[src/rtl/tli_pkg.sv]
// ----------------------------------------------------------------------------
// tli_pkg: shared types and constants of the table linear interpolator
// Table size, fixed point constants, codes, sequencer states, divider result.
// ----------------------------------------------------------------------------
`default_nettype none

package tli_pkg;

    localparam int MAX_POINTS = 64;
    localparam int PT_AW      = $clog2(MAX_POINTS);
    localparam int DIV_STEPS  = 16;
    localparam int DIV_CW     = $clog2(DIV_STEPS);

    localparam logic [15:0] ONE_Q15   = 16'd32768;
    localparam logic [6:0]  MAX_PTS_C = 7'(MAX_POINTS);

    // opcodes
    localparam logic OP_LOAD  = 1'b0;
    localparam logic OP_QUERY = 1'b1;

    // configuration register indexes
    localparam logic [1:0] CFG_FIRST  = 2'd0;
    localparam logic [1:0] CFG_STEP   = 2'd1;
    localparam logic [1:0] CFG_POINTS = 2'd2;

    // range status codes
    localparam logic [1:0] ST_INTERP = 2'd0;
    localparam logic [1:0] ST_BELOW  = 2'd1;
    localparam logic [1:0] ST_END    = 2'd2;
    localparam logic [1:0] ST_EMPTY  = 2'd3;

    typedef enum logic [3:0] {
        S_IDLE,
        S_DIV1,
        S_CHECK,
        S_END,
        S_RD_B,
        S_MUL_A,
        S_MUL_B,
        S_ADD,
        S_DIV2
    } t_state;

    typedef struct packed {
        logic        done;
        logic [15:0] quotient;
        logic [15:0] remainder;
    } t_div_res;

endpackage

`default_nettype wire

[src/rtl/tli_divider.sv]
// ----------------------------------------------------------------------------
// tli_divider: serial restoring divider
// 32-bit dividend by 16-bit divisor, one quotient bit a cycle; the upper half
// of the dividend must be below the divisor so the quotient fits 16 bits.
// ----------------------------------------------------------------------------
`default_nettype none

module tli_divider (
    input  wire logic               i_clk,
    input  wire logic               i_rst_n,
    input  wire logic               i_start,
    input  wire logic [31:0]        i_dividend,
    input  wire logic [15:0]        i_divisor,
    output tli_pkg::t_div_res       o_res
);

    logic                        r_busy;
    logic                        r_done;
    logic [tli_pkg::DIV_CW-1:0]  r_count;
    logic [15:0]                 r_rem;
    logic [15:0]                 r_q;
    logic [15:0]                 r_div;

    logic [16:0] shifted;
    logic        ge;
    logic [16:0] diff;

    always_comb begin
        shifted = {r_rem, r_q[15]};
        ge      = shifted >= {1'b0, r_div};
        diff    = shifted - {1'b0, r_div};
    end

    always_ff @(posedge i_clk) begin
        if (!i_rst_n) begin
            r_busy  <= 1'b0;
            r_done  <= 1'b0;
            r_count <= '0;
        end else begin
            r_done <= 1'b0;
            if (i_start) begin
                r_busy  <= 1'b1;
                r_count <= tli_pkg::DIV_CW'(tli_pkg::DIV_STEPS - 1);
            end else if (r_busy) begin
                r_count <= r_count - tli_pkg::DIV_CW'(1);
                if (r_count == '0) begin
                    r_busy <= 1'b0;
                    r_done <= 1'b1;
                end
            end
        end
    end

    always_ff @(posedge i_clk) begin
        if (i_start) begin
            r_rem <= i_dividend[31:16];
            r_q   <= i_dividend[15:0];
            r_div <= i_divisor;
        end else if (r_busy) begin
            // low dividend bits shift out as quotient bits shift in
            r_rem <= ge ? diff[15:0] : shifted[15:0];
            r_q   <= {r_q[14:0], ge};
        end
    end

    assign o_res.done      = r_done;
    assign o_res.quotient  = r_q;
    assign o_res.remainder = r_rem;

endmodule

`default_nettype wire

[src/rtl/tli_point_mem.sv]
// ----------------------------------------------------------------------------
// tli_point_mem: curve point storage
// One write port and one read port with registered read data.
// ----------------------------------------------------------------------------
`default_nettype none

module tli_point_mem (
    input  wire logic                      i_clk,
    input  wire logic                      i_we,
    input  wire logic [tli_pkg::PT_AW-1:0] i_waddr,
    input  wire logic [15:0]               i_wdata,
    input  wire logic [tli_pkg::PT_AW-1:0] i_raddr,
    output logic [15:0]                    o_rdata
);

    logic [15:0] r_mem [tli_pkg::MAX_POINTS];
    logic [15:0] r_rdata;

    always_ff @(posedge i_clk) begin
        if (i_we) begin
            r_mem[i_waddr] <= i_wdata;
        end
    end

    always_ff @(posedge i_clk) begin
        r_rdata <= r_mem[i_raddr];
    end

    assign o_rdata = r_rdata;

endmodule

`default_nettype wire

[src/rtl/table_linear_interpolator.sv]
// ----------------------------------------------------------------------------
// table_linear_interpolator: piecewise-linear transmittance table lookup
// Loads curve points and answers wavelength queries by linear interpolation.
// ----------------------------------------------------------------------------
// A load item writes one point in the cycle it is accepted and gives no result;
// busy stays low, so the next item may follow at once. A query for an empty
// table or a wavelength below the first point answers on o_result_valid in the
// cycle after acceptance with busy low. A query at or past the last point keeps
// busy high for one pass of the shared 16-step serial divider for the segment
// index, a check and a table read. Any other query keeps busy high for two
// divider passes (segment index, then the rounded weighted sum) plus table
// reads, two passes of one multiplier and an add. The result is strobed in the
// cycle busy falls. Each result is shown for exactly one cycle and the receiver
// cannot hold it off.
// Configuration writes are always taken (o_cfg_ready is high) and must be made
// while the block is idle.
`default_nettype none

module table_linear_interpolator (
    input  wire logic        i_clk,
    input  wire logic        i_rst_n,
    input  wire logic        start,
    output logic             busy,
    input  wire logic        i_opcode,
    input  wire logic [5:0]  i_point_index,
    input  wire logic [15:0] i_point_value,
    input  wire logic [15:0] i_wavelength,
    output logic             o_result_valid,
    output logic [15:0]      o_transmittance,
    output logic [1:0]       o_range_status,
    input  wire logic        i_cfg_valid,
    output logic             o_cfg_ready,
    input  wire logic [1:0]  i_cfg_index,
    input  wire logic [15:0] i_cfg_data
);

    tli_pkg::t_state r_state, n_state;

    logic [15:0] r_first;
    logic [15:0] r_step;
    logic [6:0]  r_points;

    logic        r_out_valid, n_out_valid;
    logic [15:0] r_out_trans, n_out_trans;
    logic [1:0]  r_out_status, n_out_status;

    logic [15:0] r_quot;
    logic [15:0] r_rem;
    logic [15:0] r_a;
    logic [15:0] r_b;
    logic [31:0] r_prod;
    logic [31:0] r_acc;

    logic                       accept;
    logic                       mem_we;
    logic [15:0]                load_val;
    logic [tli_pkg::PT_AW-1:0]  mem_raddr;
    logic [15:0]                mem_rdata;
    logic                       div_start;
    logic [31:0]                div_dividend;
    tli_pkg::t_div_res          div_res;
    logic [15:0]                step_eff;
    logic [6:0]                 n_eff;
    logic [6:0]                 n_m1;
    logic                       at_end;
    logic [15:0]                mul_x;
    logic [15:0]                mul_y;
    logic [31:0]                mul_p;

    assign accept      = start && !busy;
    assign busy        = (r_state != tli_pkg::S_IDLE);
    assign o_cfg_ready = 1'b1;

    assign step_eff = (r_step == '0) ? 16'd1 : r_step;
    assign n_eff    = (r_points > tli_pkg::MAX_PTS_C) ? tli_pkg::MAX_PTS_C : r_points;
    assign n_m1     = n_eff - 7'd1;
    assign at_end   = r_quot >= {9'b0, n_m1};

    assign load_val = (i_point_value > tli_pkg::ONE_Q15) ? tli_pkg::ONE_Q15 : i_point_value;
    assign mem_we   = accept && (i_opcode == tli_pkg::OP_LOAD);

    // one multiplier: left weight first, right weight next
    assign mul_x = (r_state == tli_pkg::S_MUL_A) ? r_a : r_b;
    assign mul_y = (r_state == tli_pkg::S_MUL_A) ? (step_eff - r_rem) : r_rem;
    assign mul_p = 32'(mul_x) * 32'(mul_y);

    // configuration registers
    always_ff @(posedge i_clk) begin
        if (!i_rst_n) begin
            r_first  <= '0;
            r_step   <= 16'd16;
            r_points <= '0;
        end else if (i_cfg_valid && o_cfg_ready) begin
            case (i_cfg_index)
                tli_pkg::CFG_FIRST:  r_first  <= i_cfg_data;
                tli_pkg::CFG_STEP:   r_step   <= i_cfg_data;
                tli_pkg::CFG_POINTS: r_points <= i_cfg_data[6:0];
                default: ;
            endcase
        end
    end

    tli_point_mem u_mem (
        .i_clk   (i_clk),
        .i_we    (mem_we),
        .i_waddr (i_point_index),
        .i_wdata (load_val),
        .i_raddr (mem_raddr),
        .o_rdata (mem_rdata)
    );

    tli_divider u_div (
        .i_clk      (i_clk),
        .i_rst_n    (i_rst_n),
        .i_start    (div_start),
        .i_dividend (div_dividend),
        .i_divisor  (step_eff),
        .o_res      (div_res)
    );

    always_comb begin
        n_state      = r_state;
        n_out_valid  = 1'b0;
        n_out_trans  = r_out_trans;
        n_out_status = r_out_status;
        div_start    = 1'b0;
        div_dividend = {16'b0, i_wavelength - r_first};
        mem_raddr    = r_quot[tli_pkg::PT_AW-1:0];
        case (r_state)
            tli_pkg::S_IDLE: begin
                if (accept && (i_opcode == tli_pkg::OP_QUERY)) begin
                    if (n_eff == '0) begin
                        n_out_valid  = 1'b1;
                        n_out_trans  = tli_pkg::ONE_Q15;
                        n_out_status = tli_pkg::ST_EMPTY;
                    end else if (i_wavelength < r_first) begin
                        n_out_valid  = 1'b1;
                        n_out_trans  = '0;
                        n_out_status = tli_pkg::ST_BELOW;
                    end else begin
                        div_start = 1'b1;
                        n_state   = tli_pkg::S_DIV1;
                    end
                end
            end
            tli_pkg::S_DIV1: begin
                if (div_res.done) begin
                    n_state = tli_pkg::S_CHECK;
                end
            end
            tli_pkg::S_CHECK: begin
                if (at_end) begin
                    mem_raddr = n_m1[tli_pkg::PT_AW-1:0];
                    n_state   = tli_pkg::S_END;
                end else begin
                    n_state = tli_pkg::S_RD_B;
                end
            end
            tli_pkg::S_END: begin
                n_out_valid  = 1'b1;
                n_out_trans  = mem_rdata;
                n_out_status = tli_pkg::ST_END;
                n_state      = tli_pkg::S_IDLE;
            end
            tli_pkg::S_RD_B: begin
                mem_raddr = r_quot[tli_pkg::PT_AW-1:0] + tli_pkg::PT_AW'(1);
                n_state   = tli_pkg::S_MUL_A;
            end
            tli_pkg::S_MUL_A: begin
                n_state = tli_pkg::S_MUL_B;
            end
            tli_pkg::S_MUL_B: begin
                n_state = tli_pkg::S_ADD;
            end
            tli_pkg::S_ADD: begin
                // rounded numerator stays below step * 2^16, so 16 steps suffice
                div_start    = 1'b1;
                div_dividend = r_acc + r_prod;
                n_state      = tli_pkg::S_DIV2;
            end
            tli_pkg::S_DIV2: begin
                if (div_res.done) begin
                    n_out_valid  = 1'b1;
                    n_out_trans  = div_res.quotient;
                    n_out_status = tli_pkg::ST_INTERP;
                    n_state      = tli_pkg::S_IDLE;
                end
            end
            default: begin
                n_state = tli_pkg::S_IDLE;
            end
        endcase
    end

    always_ff @(posedge i_clk) begin
        if (!i_rst_n) begin
            r_state     <= tli_pkg::S_IDLE;
            r_out_valid <= 1'b0;
        end else begin
            r_state     <= n_state;
            r_out_valid <= n_out_valid;
        end
    end

    always_ff @(posedge i_clk) begin
        r_out_trans  <= n_out_trans;
        r_out_status <= n_out_status;
        if (r_state == tli_pkg::S_DIV1 && div_res.done) begin
            r_quot <= div_res.quotient;
            r_rem  <= div_res.remainder;
        end
        if (r_state == tli_pkg::S_RD_B) begin
            r_a <= mem_rdata;
        end
        if (r_state == tli_pkg::S_MUL_A) begin
            r_b    <= mem_rdata;
            r_prod <= mul_p;
        end
        if (r_state == tli_pkg::S_MUL_B) begin
            // fold in half a step for round to nearest
            r_acc  <= r_prod + {17'b0, step_eff[15:1]};
            r_prod <= mul_p;
        end
    end

    assign o_result_valid  = r_out_valid;
    assign o_transmittance = r_out_trans;
    assign o_range_status  = r_out_status;

    a_no_result_while_busy: assert property (@(posedge i_clk) disable iff (!i_rst_n)
        busy |-> !o_result_valid)
        else $error("result strobe while a query is in progress");

    a_div_done_in_wait: assert property (@(posedge i_clk) disable iff (!i_rst_n)
        div_res.done |-> (r_state == tli_pkg::S_DIV1 || r_state == tli_pkg::S_DIV2))
        else $error("divider finished outside a wait state");

    a_empty_answer: assert property (@(posedge i_clk) disable iff (!i_rst_n)
        (accept && i_opcode == tli_pkg::OP_QUERY && n_eff == '0)
            |=> (o_result_valid && o_range_status == tli_pkg::ST_EMPTY
                 && o_transmittance == tli_pkg::ONE_Q15))
        else $error("empty table query answered wrongly");

    a_busy_from_query: assert property (@(posedge i_clk) disable iff (!i_rst_n)
        $rose(busy) |-> $past(start && i_opcode == tli_pkg::OP_QUERY))
        else $error("busy rose without a query item");

endmodule

`default_nettype wire

[config.mk]
export PLATFORM = sky130hd
export DESIGN_NAME = table_linear_interpolator
export DESIGN_NICKNAME = d
export VERILOG_FILES = /design/src/rtl/tli_pkg.sv /design/src/rtl/tli_divider.sv /design/src/rtl/tli_point_mem.sv /design/src/rtl/table_linear_interpolator.sv
export SDC_FILE = /design/constraint.sdc
export NUM_CORES = 2
export LEC_CHECK = 0
export BUFFER_PORTS_ARGS = -buffer_cell sky130_fd_sc_hd__buf_2
export CORE_MARGIN = 5
export CORE_UTILIZATION = 41
export DETAILED_ROUTE_END_ITERATION = 10
export HOLD_SLACK_MARGIN = 0.12
export SETUP_SLACK_MARGIN = 0.02
export SLEW_MARGIN = 10
export SYNTH_ARGS = -nofsm -noshare
export SYNTH_HDL_FRONTEND = slang
export SYNTH_SLANG_ARGS = --single-unit
[constraint.sdc]
create_clock -name i_clk -period 12.2 [get_ports i_clk]
set_input_delay 1.22 -clock i_clk [delete_from_list [all_inputs] [get_ports i_clk]]
set_output_delay 1.22 -clock i_clk [all_outputs]
set_load 0.1 [all_outputs]
==> impl_metrics.ini <==
[clock_tree]
cts_hold_buf = 0
worstSkewPairLatency_ns = 0.77
cts_sinks = 1284
cts_tree = yes
cts_made_buffers = 137
clk_pin_slew_ns = 0.06
cts_resized = 0
cts_root_buffer = clkbuf_16
htreeDepth = 4
post_cts_buffers = 0
cts_buffer_depth = 3

[logic_synthesis]
syn_nets = 5930
yosys.area_share.simple_pct = 15.23
ys_ff_latch = 1284
synth_top_area_share_pct = 57.37
synthAdderAreaFrac_pct = 10.36
synth_common_cells = 1,219 x nand2_1, 1,218 x edfxtp_1, 378 x nand3_1, 312 x inv_1, 241 x nor2_1
synth-main-ff-cell = edfxtp_1
synth_xor_area_share_pct = 1.717
muxShareOfSynthArea_pct = 0.7262
synth_top_family_by_area = simple AND/OR/NAND/NOR gates
synth_edf_count = 1218
synth_most_common_cell = nand2_1
ys_seq_area_share_pct = 59.45
synth-compound-area-share_pct = 8.555
synthCells = 5460
synth_warnings = 0
synth_area_leader_cell = edfxtp_1
synthTopCellsByArea = edfxtp_1 57%, nand2_1 7.2%, fa_1 6.2%
yosysUniqueCellTypes = 80
syn_area_mm2 = 0.06375
ys_async_sr_fraction_pct = 0
synth.avg_cell_area_um2 = 11.68

[sta]
final-setup-viol-count = 0
max_freq_ghz = 0.1032
fin_worst_skew_ns = 0.03789
maxSlewViolCount = 0
holdWs_ns = 0.4676
fin_crit_ns = 9.686
fin_crit_sh_pct = 79.39
slew_headroom_pct = 17.92
worstMarginPinSlew_ns = 1.227
rsz0062_at_grt = false
tns_ns = 0
setup_slack_ns = 2.514
finalHoldViolations = 0

[setup_path]
critical_path_class = flop to flop
end_kind = flop
cp_max_fo = 9
critPathBufInv = 5
r2r_start = r_step[1]$_SDFFE_PN0P_
cp_data_required_time_ns = 12.69
critPathSlowestCell = xnor2_1
start_kind = flop
path_delay_family = compound AO/OA/AOI/OAI gates
cp.arrival_ns = 10.18
crit_start = r_step[1]$_SDFFE_PN0P_
critPathMaxStageDelay_ns = 0.76

[place]
place_area_mm2 = 0.06667
port_buffers = 80
hpwl_um = 113000
place.gp.congestion = 0.9347
pre_cts_ws_ns = 2.617

[die]
start_util_pct = 41.29
io_pins = 82
core-area_mm2 = 0.1544
die_h_um = 404.3
dieArea_mm2 = 0.1635
std_cell_rows = 144
die_x_um = 404.3

[global_routing]
grt.overflow.total = 0
antenna_found_initial = 14
grt_pass1_vias = 41830
grt_use_total_pct = 21.66
grt_max_degree = 159
grt_pass1_wl_um = 267800

[detailed_routing]
drt_first_iter_violations = 4054
topRoutingLayerUsed = met5
drt-total-wl_um = 180100
ant_nets = 0
wl_per_cell_um = 23.54
wl_met3_um = 12690
met1_length_um = 75640
first_pass_iters = 5
drc_errors = 0
wl_met2_um = 85410
via_per_inst = 5.615
vias = 42960

[power_and_ir_drop]
irDropWorstVdd_mv = 0.1448
leakagePower_nw = 26.57
p_total_w = 0.009173
p_per_area_mw_per_mm2 = 129.5

[finish]
syn_to_final_growth_pct = 11.16
drive_gt1_share_pct = 7.963
final_net_count = 5974
final_area_mm2 = 0.07086

[outcome]
status = completed

[hold_path]
hold_start = r_first[8]$_SDFFE_PN0P_
hold_class = flop to flop

[flow_run]
cap_violations = 0
[final timing paths]
kind	endpoint	slack (ns)	depth (start not counted)
setup / recovery	r_prod[31]$_DFFE_PN_	2.51	36
hold / removal	r_first[8]$_SDFFE_PN0P_	0.47	2
hold reg to reg	r_first[8]$_SDFFE_PN0P_	0.47	2
setup reg to reg	r_prod[31]$_DFFE_PN_	2.51	36
[area by class of cell]
class                           count  area [µm²]
Tap cell                         2044        2557
Timing Repair Buffer              211        1474
Sequential cell                  1284       37900
Antenna cell                        6       15.01
Clock buffer                      167        3571
Clock inverter                     69       604.3
Fill cell                       13890       83550
Inverter                          313        1175
Multi-Input combinational cell   3557       23570
[where the power goes]
| group | switching [W] | internal [W] | total (W) | leakage (nW) |
|---|---|---|---|---|
| registers | 0.0000249 | 0.00485 | 0.00488 | 11.6 |
| clock network | 0.00175 | 0.00220 | 0.00395 | 2.03 |
| logic | 0.000243 | 0.000107 | 0.000350 | 12.9 |
| total | 0.00202 | 0.00716 | 0.00917 | 26.6 |
[registers in the layout (all words and copies together), names as in the netlist]
| signal | flops |
|---|---|
| r_acc | 32 |
| u_mem.o_rdata | 16 |
| u_div.r_done | 1 |
| u_div.r_busy | 1 |
| r_state | 4 |
| r_a | 16 |
| r_quot | 16 |
| u_div.r_q | 16 |
| o_range_status | 2 |
| r_b | 16 |
| u_div.r_rem | 16 |
| o_transmittance | 16 |
| u_div.r_div | 16 |
| o_result_valid | 1 |
| r_rem | 16 |
| u_div.r_count | 4 |
| r_first | 16 |
| u_mem.r_mem | 1024 |
| r_prod | 32 |
| r_step | 16 |
| r_points | 7 |
[layout by cell type (no fill, tap or decap), types with 8 or more instances in the layout]
master | Yosys | layout
clkbuf_1 | 143 | 27
xor2_1 | 46 | 46
edfxtp_1 | 1218 | 1218
nand4_1 | 11 | 11
buf_2 | 113 | 79
inv_1 | 312 | 312
or3_1 | 19 | 19
nor2b_1 | 54 | 39
clkbuf_16 | 0 | 137
a311oi_1 | 169 | 169
buf_4 | 16 | 125
a211o_1 | 8 | 8
a21boi_0 | 40 | 40
nor2_1 | 241 | 235
nand2b_1 | 27 | 27
mux2i_1 | 44 | 44
o21ai_0 | 84 | 81
a211oi_1 | 84 | 83
and3_1 | 121 | 121
a31oi_1 | 71 | 71
nand3_1 | 378 | 378
nor3_1 | 40 | 38
and2_1 | 49 | 48
o21bai_1 | 10 | 10
o21ai_1 | 6 | 9
a22o_1 | 24 | 24
clkinv_2 | 0 | 19
o21a_1 | 11 | 11
dfxtp_1 | 66 | 66
xnor2_1 | 79 | 79
nand2_1 | 1219 | 1219
fa_1 | 198 | 198
ha_1 | 211 | 211
nor4_1 | 16 | 15
a21o_1 | 54 | 54
clkinv_1 | 1 | 33
a21oi_1 | 120 | 118
o22ai_1 | 14 | 14
nor2b_4 | 0 | 15
[tightest hold or removal path: stages, from the launching register on]
cell	delay, ns
dfxtp_1	0.31
nand2_1	0.05
a21boi_0	0.06
[cells by family (layout without fill, tap and decap cells)]
logic type	after synthesis	after routing
AOI/OAI and AO/OA	763	763
xor gates and xnor gates	125	125
and+or+nand+nor	2213	2213
other	1	7
adders and majority gates	409	409
buffers and inverters	619	760
muxes	46	46
DFF	1284	1284
[stage by stage]
stage	util (%)	std cells
after floorplan	-	5460
after global placement	43.18	7409
after detailed placement	43.18	7409
after CTS	45.88	7645
after global routing	45.89	7647
final	45.89	7651
[layer usage]
layer | up-vias | global-route usage, %
met1 | 21610 | 28.94
met3 | 294 | 3.906
met4 | 4 | 7.753
met5 | - | 0
li1 | 19580 | -
met2 | 1468 | 35.65
Power figures use the tool's default switching activity.
